File: config.mk
export PLATFORM = sky130hd
export DESIGN_NAME = chte_mod
export DESIGN_NICKNAME = d
export VERILOG_FILES = /design/src/design/chte_pkg.sv /design/src/design/chte_mod.sv
export SDC_FILE = /design/constraint.sdc
export NUM_CORES = 1
export LEC_CHECK = 0
export CAP_MARGIN = 20
export CORE_MARGIN = 2
export CORE_UTILIZATION = 68
export CTS_CLUSTER_SIZE = 30
export DETAILED_ROUTE_END_ITERATION = 10
export DONT_BUFFER_PORTS = 1
export PLACE_DENSITY = 0.94
export SLEW_MARGIN = 20
export SYNTH_ARGS = -nofsm -noshare
export SYNTH_HDL_FRONTEND = slang
export SYNTH_SLANG_ARGS = --single-unit
File: constraint.sdc
create_clock -name clk -period 20.2 [get_ports clk]
set_input_delay 2.02 -clock clk [delete_from_list [all_inputs] [get_ports clk]]
set_output_delay 2.02 -clock clk [all_outputs]
set_load 0.01 [all_outputs]
File: src/design/chte_pkg.sv
// Shared types, codes and default sizes of the chained hash table engine.
package chte_pkg;

	localparam int MAX_BUCKETS_D = 16;
	localparam int KEY_BYTES_D   = 19;
	localparam int ENTRIES_D     = 64;

	localparam logic [31:0] HASH_SEED  = 32'd5381;
	localparam int          HASH_SHIFT = 5;

	// Dividend bits consumed per cycle by the modulo unit.
	localparam int MOD_BITS = 4;

	localparam logic [1:0] CMD_INSERT = 2'd0;
	localparam logic [1:0] CMD_SEARCH = 2'd1;
	localparam logic [1:0] CMD_DELETE = 2'd2;

	localparam logic [2:0] ST_INSERTED  = 3'd0;
	localparam logic [2:0] ST_UPDATED   = 3'd1;
	localparam logic [2:0] ST_FOUND     = 3'd2;
	localparam logic [2:0] ST_NOT_FOUND = 3'd3;
	localparam logic [2:0] ST_DELETED   = 3'd4;
	localparam logic [2:0] ST_FULL      = 3'd5;
	localparam logic [2:0] ST_TOO_LONG  = 3'd6;

	typedef struct packed {
		logic [1:0]  cmd;
		logic [7:0]  key_byte;
		logic        key_last;
		logic [31:0] value;
	} in_word_t;

	typedef struct packed {
		logic [2:0]  status;
		logic [3:0]  bucket;
		logic [31:0] found_value;
		logic [6:0]  entries;
	} res_word_t;

endpackage

File: src/design/chte_mod.sv
// Iterative remainder unit: dividend modulo a small divisor, MOD_BITS dividend bits per cycle.
module chte_mod #(
	parameter int DW = 32,
	parameter int RW = 5
) (
	input  logic          clk,
	input  logic          arst_n,
	input  logic          start,
	input  logic [DW-1:0] dividend,
	input  logic [RW-1:0] divisor,
	output logic          done,
	output logic [RW-1:0] rem
);

	localparam int STEPS = DW / chte_pkg::MOD_BITS;
	localparam int CW    = $clog2(STEPS + 1);

	logic [DW-1:0] dvd_q;
	logic [RW-1:0] rem_q;
	logic [RW-1:0] dsr_q;
	logic [CW-1:0] cnt_q;
	logic          run_q;
	logic          done_q;
	logic [RW-1:0] rem_nxt;

	always_comb begin
		logic [RW:0] r2;
		r2 = '0;
		rem_nxt = rem_q;
		for (int k = 0; k < chte_pkg::MOD_BITS; k++) begin
			r2 = {rem_nxt, dvd_q[DW-1-k]};
			if (r2 >= {1'b0, dsr_q}) begin
				r2 = r2 - {1'b0, dsr_q};
			end
			rem_nxt = r2[RW-1:0];
		end
	end

	always_ff @(posedge clk or negedge arst_n) begin
		if (!arst_n) begin
			run_q  <= 1'b0;
			done_q <= 1'b0;
			cnt_q  <= '0;
		end else begin
			done_q <= 1'b0;
			if (start) begin
				run_q <= 1'b1;
				cnt_q <= '0;
			end else if (run_q) begin
				cnt_q <= cnt_q + 1'b1;
				if (cnt_q == CW'(STEPS - 1)) begin
					run_q  <= 1'b0;
					done_q <= 1'b1;
				end
			end
		end
	end

	always_ff @(posedge clk) begin
		if (start) begin
			dvd_q <= dividend;
			dsr_q <= divisor;
			rem_q <= '0;
		end else if (run_q) begin
			dvd_q <= dvd_q << chte_pkg::MOD_BITS;
			rem_q <= rem_nxt;
		end
	end

	assign done = done_q;
	assign rem  = rem_q;

endmodule

==> results of run 1 <==
routing by layer:
metal  vias to the layer above  GRT usage [%]
li1                        866              -
met3                        11           6.83
met2                        54           43.6
met1                       874           29.7
met4                         0           9.62
met5                         -              0
flip-flops by register name, indices dropped and copies added (netlist names):
register,flops
run_q,1
done,1
cnt_q,4
dsr_q,5
rem,5
dvd_q,32
layout make-up:
class / count / area, µm²
Clock buffer: 7 / 76.3
Clock inverter: 1 / 8.76
Sequential cell: 48 / 1360
Tap cell: 50 / 62.6
Multi-Input combinational cell: 164 / 1480
Inverter: 16 / 60.1
Fill cell: 265 / 1040
layout by cell type (no fill, tap or decap), types with 7 or more instances in the layout:
cell type / Yosys / routed
sky130_fd_sc_hd__ha_1: 21 / 21
sky130_fd_sc_hd__inv_1: 16 / 16
sky130_fd_sc_hd__a21oi_1: 9 / 9
sky130_fd_sc_hd__edfxtp_1: 37 / 37
sky130_fd_sc_hd__a21o_1: 7 / 7
sky130_fd_sc_hd__nand2_1: 9 / 9
sky130_fd_sc_hd__xnor2_1: 10 / 10
sky130_fd_sc_hd__nor2_1: 14 / 14
sky130_fd_sc_hd__mux2_2: 34 / 34
metrics by stage:
step | area [µm²] | worst slack, ps | hold WS, ps | utilization [%] | std cells
CTS | 3040 | 12380 | 554 | 74.5 | 286
global route | 3040 | 11820 | 571 | 74.5 | 286
global placement | 2960 | 12740 | 515 | 72.4 | 278
floorplan | 2930 | 13200 | 496 | - | 235
detailed placement | 2960 | 12420 | 535 | 72.4 | 278
finish | 3040 | 12310 | 548 | 74.5 | 286
worst reg2reg max path, delay by kind of cell, from the launching register on:
kind	cells	cell delay [ps]
buf+inv	2	180
mux	4	1460
flops	1	370
simple gates	3	730
fa+ha+maj	5	1880
compound gates	15	3150
cell families after synthesis:
group / count (synthesis) / share of synthesized area, %
adders and majority gates: 25 / 11.7
muxes: 41 / 15.6
buffers and inverters: 23 / 3.20
DFF: 48 / 46.5
and+or+nand+nor: 46 / 8.03
AOI/OAI and AO/OA: 37 / 10.5
xor gates and xnor gates: 15 / 4.48
worst max path at each step:
stage / startpoint / end / depth (start not counted)
after floorplan: dsr_q[1] / rem[3] / 28
after global placement: dsr_q[0] / rem[3] / 28
after detailed placement: dvd_q[31] / rem[3] / 29
after CTS: dvd_q[31] / rem[3] / 29
after global routing: dsr_q[1] / rem[3] / 27
final: dvd_q[31] / rem[0] / 29
==> results by stage, run 1 <==
Global routing:
- The number of antenna violations at the first check in global routing is 0.
- The number of global-route vias before repair came to 1934.
- The wire length of the first global-routing pass is 9.47 mm.
- The maximum number of pins on one net before global-route repair is 51.
- Global routing finished with a remaining overflow of 0.
- The overall global routing resource usage is 25.1%.

Critical path:
- The count of buffer and inverter cells on the critical path is 2.
- The startpoint type of the worst setup path is a register.
- At the worst endpoint, the required time is 20400 ps.
- Data arrives at the worst endpoint at 8090 ps.
- The critical path class is reg -> reg.
- The largest driver fanout on the critical path is 8.
- For the worst flop-to-flop path, the logic depth is 29.
- The endpoint identified for the worst register-to-register timing path is rem[0].
- The worst setup path is captured at a register.
- The cell family with the largest share of critical-path delay is compound AO/OA/AOI/OAI gates.
- The setup check on the worst reg-to-reg path leaves a slack of 12310 ps.
- The critical path's largest stage delay is 490 ps.
- The slowest library cell on the worst path is sky130_fd_sc_hd__fa_1.
- In this run the critical register-to-register path is launched from dvd_q[31].

Floorplanning:
- During I/O placement, the number of pins put on the boundary was 46.
- The floorplan step defined a die boundary enclosing 0.00485 mm².
- The die is 69.6 µm wide.
- The number of rows created at floorplan is 23.
- The initial cell density of the core is 71.7%.
- The region available for standard cell placement spans 0.00409 mm².
- Measured along the y axis, the die boundary spans 69.6 µm.

Routing:
- The wire length per cell is 19.9 µm.
- Once detail routing completed, the nets flagged for antenna violations numbered 0.
- In the detailed route, the total length drawn on met3 is 276 µm.
- The detailed router put a total of 2.29 mm of wire on met1.
- The number of DRC violations after detailed routing is 0.
- The mean number of vias per cell is 6.31.
- The via total after detailed routing is 1805.
- The total wirelength of the detailed-routed design is 5.69 mm.
- The top routing layer in use is met4.
- The met2 routed wirelength is 3.00 mm.
- The first-pass detailed-route iteration total is 4.
- In this run, the number of DRC markers left after iteration 0 of detailed routing was 171.

STA:
- The number of hold-slack violations in the final timing report was 0.
- Of the available clock period, the critical path in the final layout requires 39.1%.
- Setup repair after global routing left no endpoint under its margin.
- The number of slew-limit violations in the final report is 0.
- The achievable clock frequency is 0.127 GHz.
- The post-route minimum period is 7890 ps.
- The setup TNS is 0 ps.
- The maximum clock skew at final layout is 9.17 ps.
- The pin slew with the least headroom to its limit is 731 ps.
- The final count of negative-setup-slack endpoints is 0.
- The worst relative slew slack is 51.3%.

Layout:
- The antenna cell count is 0.
- The post-synthesis to final-layout area growth is 3.89%.
- The number of nets in the finished design is 300.
- The post-route netlist has 21.6% of its cells at a drive strength greater than 1.

Placement:
- The total half-perimeter wirelength after legalization and detailed placement is 4.27 mm.
- At the end of routability-driven placement, the weighted congestion stood at 0.957.
- The count of port buffers added during placement is 0.

Clocking:
- The number of CTS-inserted buffers is 5.
- The H-tree depth is 2.
- The buffer cell driving the clock tree root is sky130_fd_sc_hd__clkbuf_8.
- The count of cells resized by post-cts repair is 0.
- The clock passes through at most 2 buffers.
- The total of hold buffers inserted after clock tree synthesis is 0.
- At the later pin of the worst-skew pair, clock insertion delay measures 300 ps.
- Clock-pin slew was measured on the worst setup and hold paths at 90 ps.
- The setup fix buffers added after clock tree synthesis is 0.
- Counting every sink on the clock net gives 48.
- TritonCTS built the clock tree.

Min path:
- The hold path endpoint is dvd_q[14].
- The type of the tightest min-delay check is reg -> reg.
- Along the worst hold path, the cell count comes to 1.
- The startpoint of the lowest-slack hold path is dvd_q[10].

Yosys:
- Sorting the synthesized cells by how often they occur yields sky130_fd_sc_hd__edfxtp_1 (37), sky130_fd_sc_hd__mux2_2 (34), sky130_fd_sc_hd__ha_1 (21).
- The synthesized netlist net count is 300.
- The proportion of register bits with asynchronous set or reset after synthesis is 12.5%.
- Of all cell types, the one taking the most synthesized area is sky130_fd_sc_hd__edfxtp_1.
- The netlist area before placement is 0.00293 mm².
- The most used flip-flop cell after synthesis is sky130_fd_sc_hd__edfxtp_1.
- Of the synthesized area, sequential elements account for 46.5%.
- The library cell with the highest instance count after synthesis is sky130_fd_sc_hd__edfxtp_1.
- The cell count after synthesis came out at 235.
- The mean instance size in the synthesized netlist is 12.5 µm².
- In the post-synthesis netlist, the biggest area contributors are sky130_fd_sc_hd__edfxtp_1 (38%), sky130_fd_sc_hd__mux2_2 (13%), sky130_fd_sc_hd__ha_1 (9.0%).
- The fraction of post-synthesis cell area in the top cell type by area is 37.9%.
- After synthesis, the netlist uses 46 different library cells.
- During synthesis, Yosys emitted a total of 0 warnings.
- Synthesis inferred 48 register bits.
- Yosys mapped a number of flops with a built-in enable equal to 37.

Flow run:
- Across the run, the number of max-cap violations was 0.

Status:
- The run finished with clean final reports.
Power of run 1 is not shown: default switching activity piles up to over one toggle a cycle in this logic, so the estimate is an artifact.
==> inputs of run 2 (changes only) <==
--- a/config.mk
+++ b/config.mk
@@ -5,13 +5,14 @@
 export SDC_FILE = /design/constraint.sdc
 export NUM_CORES = 1
 export LEC_CHECK = 0
+export ABC_AREA = 1
 export CAP_MARGIN = 20
 export CORE_MARGIN = 2
-export CORE_UTILIZATION = 68
+export CORE_UTILIZATION = 64
 export CTS_CLUSTER_SIZE = 30
 export DETAILED_ROUTE_END_ITERATION = 10
 export DONT_BUFFER_PORTS = 1
-export PLACE_DENSITY = 0.94
+export PLACE_DENSITY = 0.9
 export SLEW_MARGIN = 20
 export SYNTH_ARGS = -nofsm -noshare
 export SYNTH_HDL_FRONTEND = slang
==> constraint.sdc (replaced) <==
create_clock -name clk -period 7.8 [get_ports clk]
set_input_delay 0.78 -clock clk [delete_from_list [all_inputs] [get_ports clk]]
set_output_delay 0.78 -clock clk [all_outputs]
set_load 0.01 [all_outputs]
==> run 2 against run 1 <==
Effect of this change: hold slack got worse by 390 ps; utilization shrank 5.0 points; cell count up 51%; clock-buffer cell count shrank 2; critical path depth is 9 higher; via count is 32% higher; non-clock buffer count is 1 higher; clock skew decreased by 5.5 ps; wire length increased by 5.8%; sequential share of layout area down 3.0 points; die area grew 12%; setup slack worse by 11000 ps; largest cell class unchanged.
==> results by stage, run 2 <==
Status:
- The flow ran to the end, and the final reports show no timing, DRC or antenna violations.

Critical path:
- The critical path class is reg -> reg.
- The worst reg-to-reg path cell count is 38.
- STA classifies the critical path endpoint as a register.
- The arrival time of data at the critical path endpoint is 6320 ps.
- The worst register-to-register path ends at rem[1].
- The startpoint type of the worst setup path is a register.
- At the worst endpoint, the required time is 8050 ps.
- Of all nets on the critical path, the largest fanout is 9.
- The worst flop-to-flop path startpoint is dsr_q[1].
- The reg2reg setup slack is 1730 ps.
- The timing startpoint of the critical path is dsr_q[1].
- In this design, the stage delay of the slowest critical-path cell is 510 ps.
- By instance count, the cell type seen most on the critical path is sky130_fd_sc_hd__nand2_1.
- Among all stages on the critical path, the largest delay is contributed by sky130_fd_sc_hd__fa_1.

Global routing:
- Across every metal layer, demand over resource in global routing totals 24.4%.
- The first global-routing pass estimated 10.0 mm of wire.
- Entering global routing, the biggest net connects 42 pins.
- The final global-route overflow total is 0.
- The number of antenna violations at the first check in global routing is 0.
- The number of global-route vias before repair is 2362.

Layout:
- The final layout contains 443 nets.
- The share of layout cells above drive strength 1 is 7.39%.
- The most common library cell in the layout ignoring fill and taps is sky130_fd_sc_hd__nand2_1.
- The library cells used most frequently in the layout, excluding fill and tap cells, are sky130_fd_sc_hd__nand2_1 (162), sky130_fd_sc_hd__inv_1 (42), sky130_fd_sc_hd__edfxtp_1 (37).
- The repair_antennas step left the layout with diodes totalling 0.
- The register with the most flip-flops in the layout has 32 of them.
- Relative to the synthesized area, the layout overhead comes to 5.17%.
- Ranked by flip-flop count, first place goes to dvd_q.
- The number of filler cells placed in the layout is 372.

Yosys:
- The fraction of post-synthesis cell area in the top cell type by area is 35.8%.
- The proportion of register bits with asynchronous set or reset after synthesis is 12.5%.
- The number of cells produced by synthesis is 377.
- The synthesized-area fraction occupied by adder cells is 11.1%.
- In this run, synthesis inferred 37 flip-flops with an integrated enable.
- The netlist area before placement is 0.00310 mm².
- Synthesis produced a netlist with a net count of 442.
- In this run, distinct cell masters in the synthesized netlist total 29.
- The cell type with the highest aggregate area in the netlist is sky130_fd_sc_hd__edfxtp_1.
- After Yosys synthesis, XOR and XNOR cells account for 2.83% of the synthesized area.
- The mean instance size in the synthesized netlist is 8.22 µm².
- The top flip-flop cell by instance count after synthesis is sky130_fd_sc_hd__edfxtp_1.
- Counting flops and latches in the post-synthesis netlist gives 48.
- Measured against the total synthesized area, the mux share comes to 0%.
- The Yosys step of the flow raised 0 warnings.
- Ranked by total cell area, the synthesized netlist is headed by sky130_fd_sc_hd__edfxtp_1 (36%), sky130_fd_sc_hd__nand2_1 (20%), sky130_fd_sc_hd__ha_1 (8.5%).
- The library cell with the highest instance count after synthesis is sky130_fd_sc_hd__nand2_1.
- Summing the areas of all and, or, nand and nor instances in the mapped netlist gives 31.9% of the synthesized area.
- The share of the synthesized area in compound gates (AO/OA/AOI/OAI) is 4.16%.
- In the synthesized netlist, the cells that appear most often are sky130_fd_sc_hd__nand2_1 (162), sky130_fd_sc_hd__inv_1 (42), sky130_fd_sc_hd__edfxtp_1 (37).
- The dominant combinational cell family by area after synthesis is simple AND/OR/NAND/NOR gates.
- Sequential cells were found to cover 43.9% of the synthesized design area.

Routing:
- The wire length per cell is 13.9 µm.
- For this block, the routed nets add up to 6.02 mm of wire.
- The pre-antenna-repair detailed-routing pass consisted of 5 iterations.
- Using the TritonRoute via totals, the vias-per-cell ratio works out to 5.49.
- The number of DRC violations after detailed routing is 0.
- The detailed router's first-iteration violation count is 90.
- The detail route stage leaves a number of antenna-violating nets equal to 0.
- For this block, the via count after detailed routing is 2377.

Clocking:
- The number of buffers on the longest clock path is 2.
- Clock-pin slew was measured on the worst setup and hold paths at 90 ps.
- The H-tree depth is 2.
- TritonCTS built the clock tree.
- The clock sink count is 48.
- The setup fix buffers added after clock tree synthesis is 0.
- The total of hold buffers inserted after clock tree synthesis is 0.
- In this run the clock root is driven by a sky130_fd_sc_hd__clkbuf_8.
- Post-CTS repair changed the size of 0 cells.
- The clock latency on the worst-skew pair is 300 ps.
- The number of CTS-inserted buffers is 5.

Placement:
- The total half-perimeter wirelength after legalization and detailed placement is 4.63 mm.
- Timing analysis after detailed placement gives a worst setup slack of 1790 ps.
- The count of port buffers added during placement is 0.
- The routability congestion estimate is 0.954.

STA:
- In this run the tightest slew margin relative to its limit is 44.4%.
- The number of slew-limit violations in the final report is 0.
- The setup TNS is 0 ps.
- Setup violations remaining at the end of the flow were counted as 0.
- The achievable clock frequency is 0.165 GHz.
- Setup repair after global routing left no endpoint under its margin.
- The post-route worst hold slack is 159 ps.
- The number of hold-slack violations in the final timing report is 0.
- The post-layout worst setup margin is 1730 ps.
- For the final database, setup skew stands at 3.64 ps.
- Of the available clock period, the critical path in the final layout requires 77.8%.
- The pin slew with the least headroom to its limit is 834 ps.
- The clock period could shrink to 6070 ps.

Floorplanning:
- The initial utilization of the core area, before any placement, comes to 66.1%.
- For this design the top-level I/O count stands at 46.
- The floorplan has 25 rows.
- The floorplan die area is 0.00542 mm².
- The total area inside the core boundary comes to 0.00469 mm².
- The die width is 73.6 µm.
- The die is 73.6 µm tall.

Flow run:
- The number of max-cap violations is 0.

Min path:
- The type of the tightest min-delay check is in -> async.
## run 2: critical path: cells and delay by family, from the launching register on
family	cells	cell delay, ps
adder cells (fa/ha/maj)	4	1490
AND/OR/NAND/NOR	21	2230
buffers and inverters	8	730
AO/OA/AOI/OAI	5	1090
flip-flops	1	470
## run 2: logic make-up (layout without fill, tap and decap cells)
| group | count (synthesis) | in the layout |
|---|---|---|
| fa+ha+maj | 25 | 25 |
| flops | 48 | 48 |
| xor+xnor | 10 | 10 |
| simple gates | 220 | 220 |
| compound gates | 23 | 23 |
| buf+inv | 51 | 53 |
## run 2: layer usage
| layer | share of wire [%] | routed length [µm] | global-route usage, % | vias up |
|---|---|---|---|---|
| li1 | - | - | - | 1205 |
| met1 | 41 | 2480 | 28.1 | 1085 |
| met2 | 51 | 3070 | 42.3 | 68 |
| met3 | 4.9 | 297 | 5.08 | 19 |
| met4 | 2.9 | 172 | 13.3 | 0 |
| met5 | 0 | 0 | 0 | - |
## run 2: final cells by class
class | count | area (µm²) | share of cell area (%)
clock buffers | 5 | 68.8 | 2.11
clock inverters | 3 | 42.5 | 1.31
inverters | 44 | 165 | 5.07
multi-input cells | 278 | 1550 | 47.4
flip-flops and latches | 48 | 1360 | 41.8
well taps | 54 | 67.6 | 2.07
repair buffers | 1 | 7.51 | 0.230
## run 2: through the flow
stage	instances	instance area [µm²]	utilization [%]
2_1_floorplan	377	3100	-
3_3_place_gp	425	3150	67.1
3_5_place_dp	425	3150	67.1
4_1_cts	433	3260	69.5
5_1_grt	433	3260	69.5
6_report	433	3260	69.5
## run 2: worst max-delay path by stage
stage,to,cells after the start
after detailed placement,rem[1],38
after global placement,rem[3],38
after global routing,rem[1],38
final,rem[1],38
after floorplan,rem[3],38
after CTS,rem[1],38
Power of run 2 is left out for the same reason.
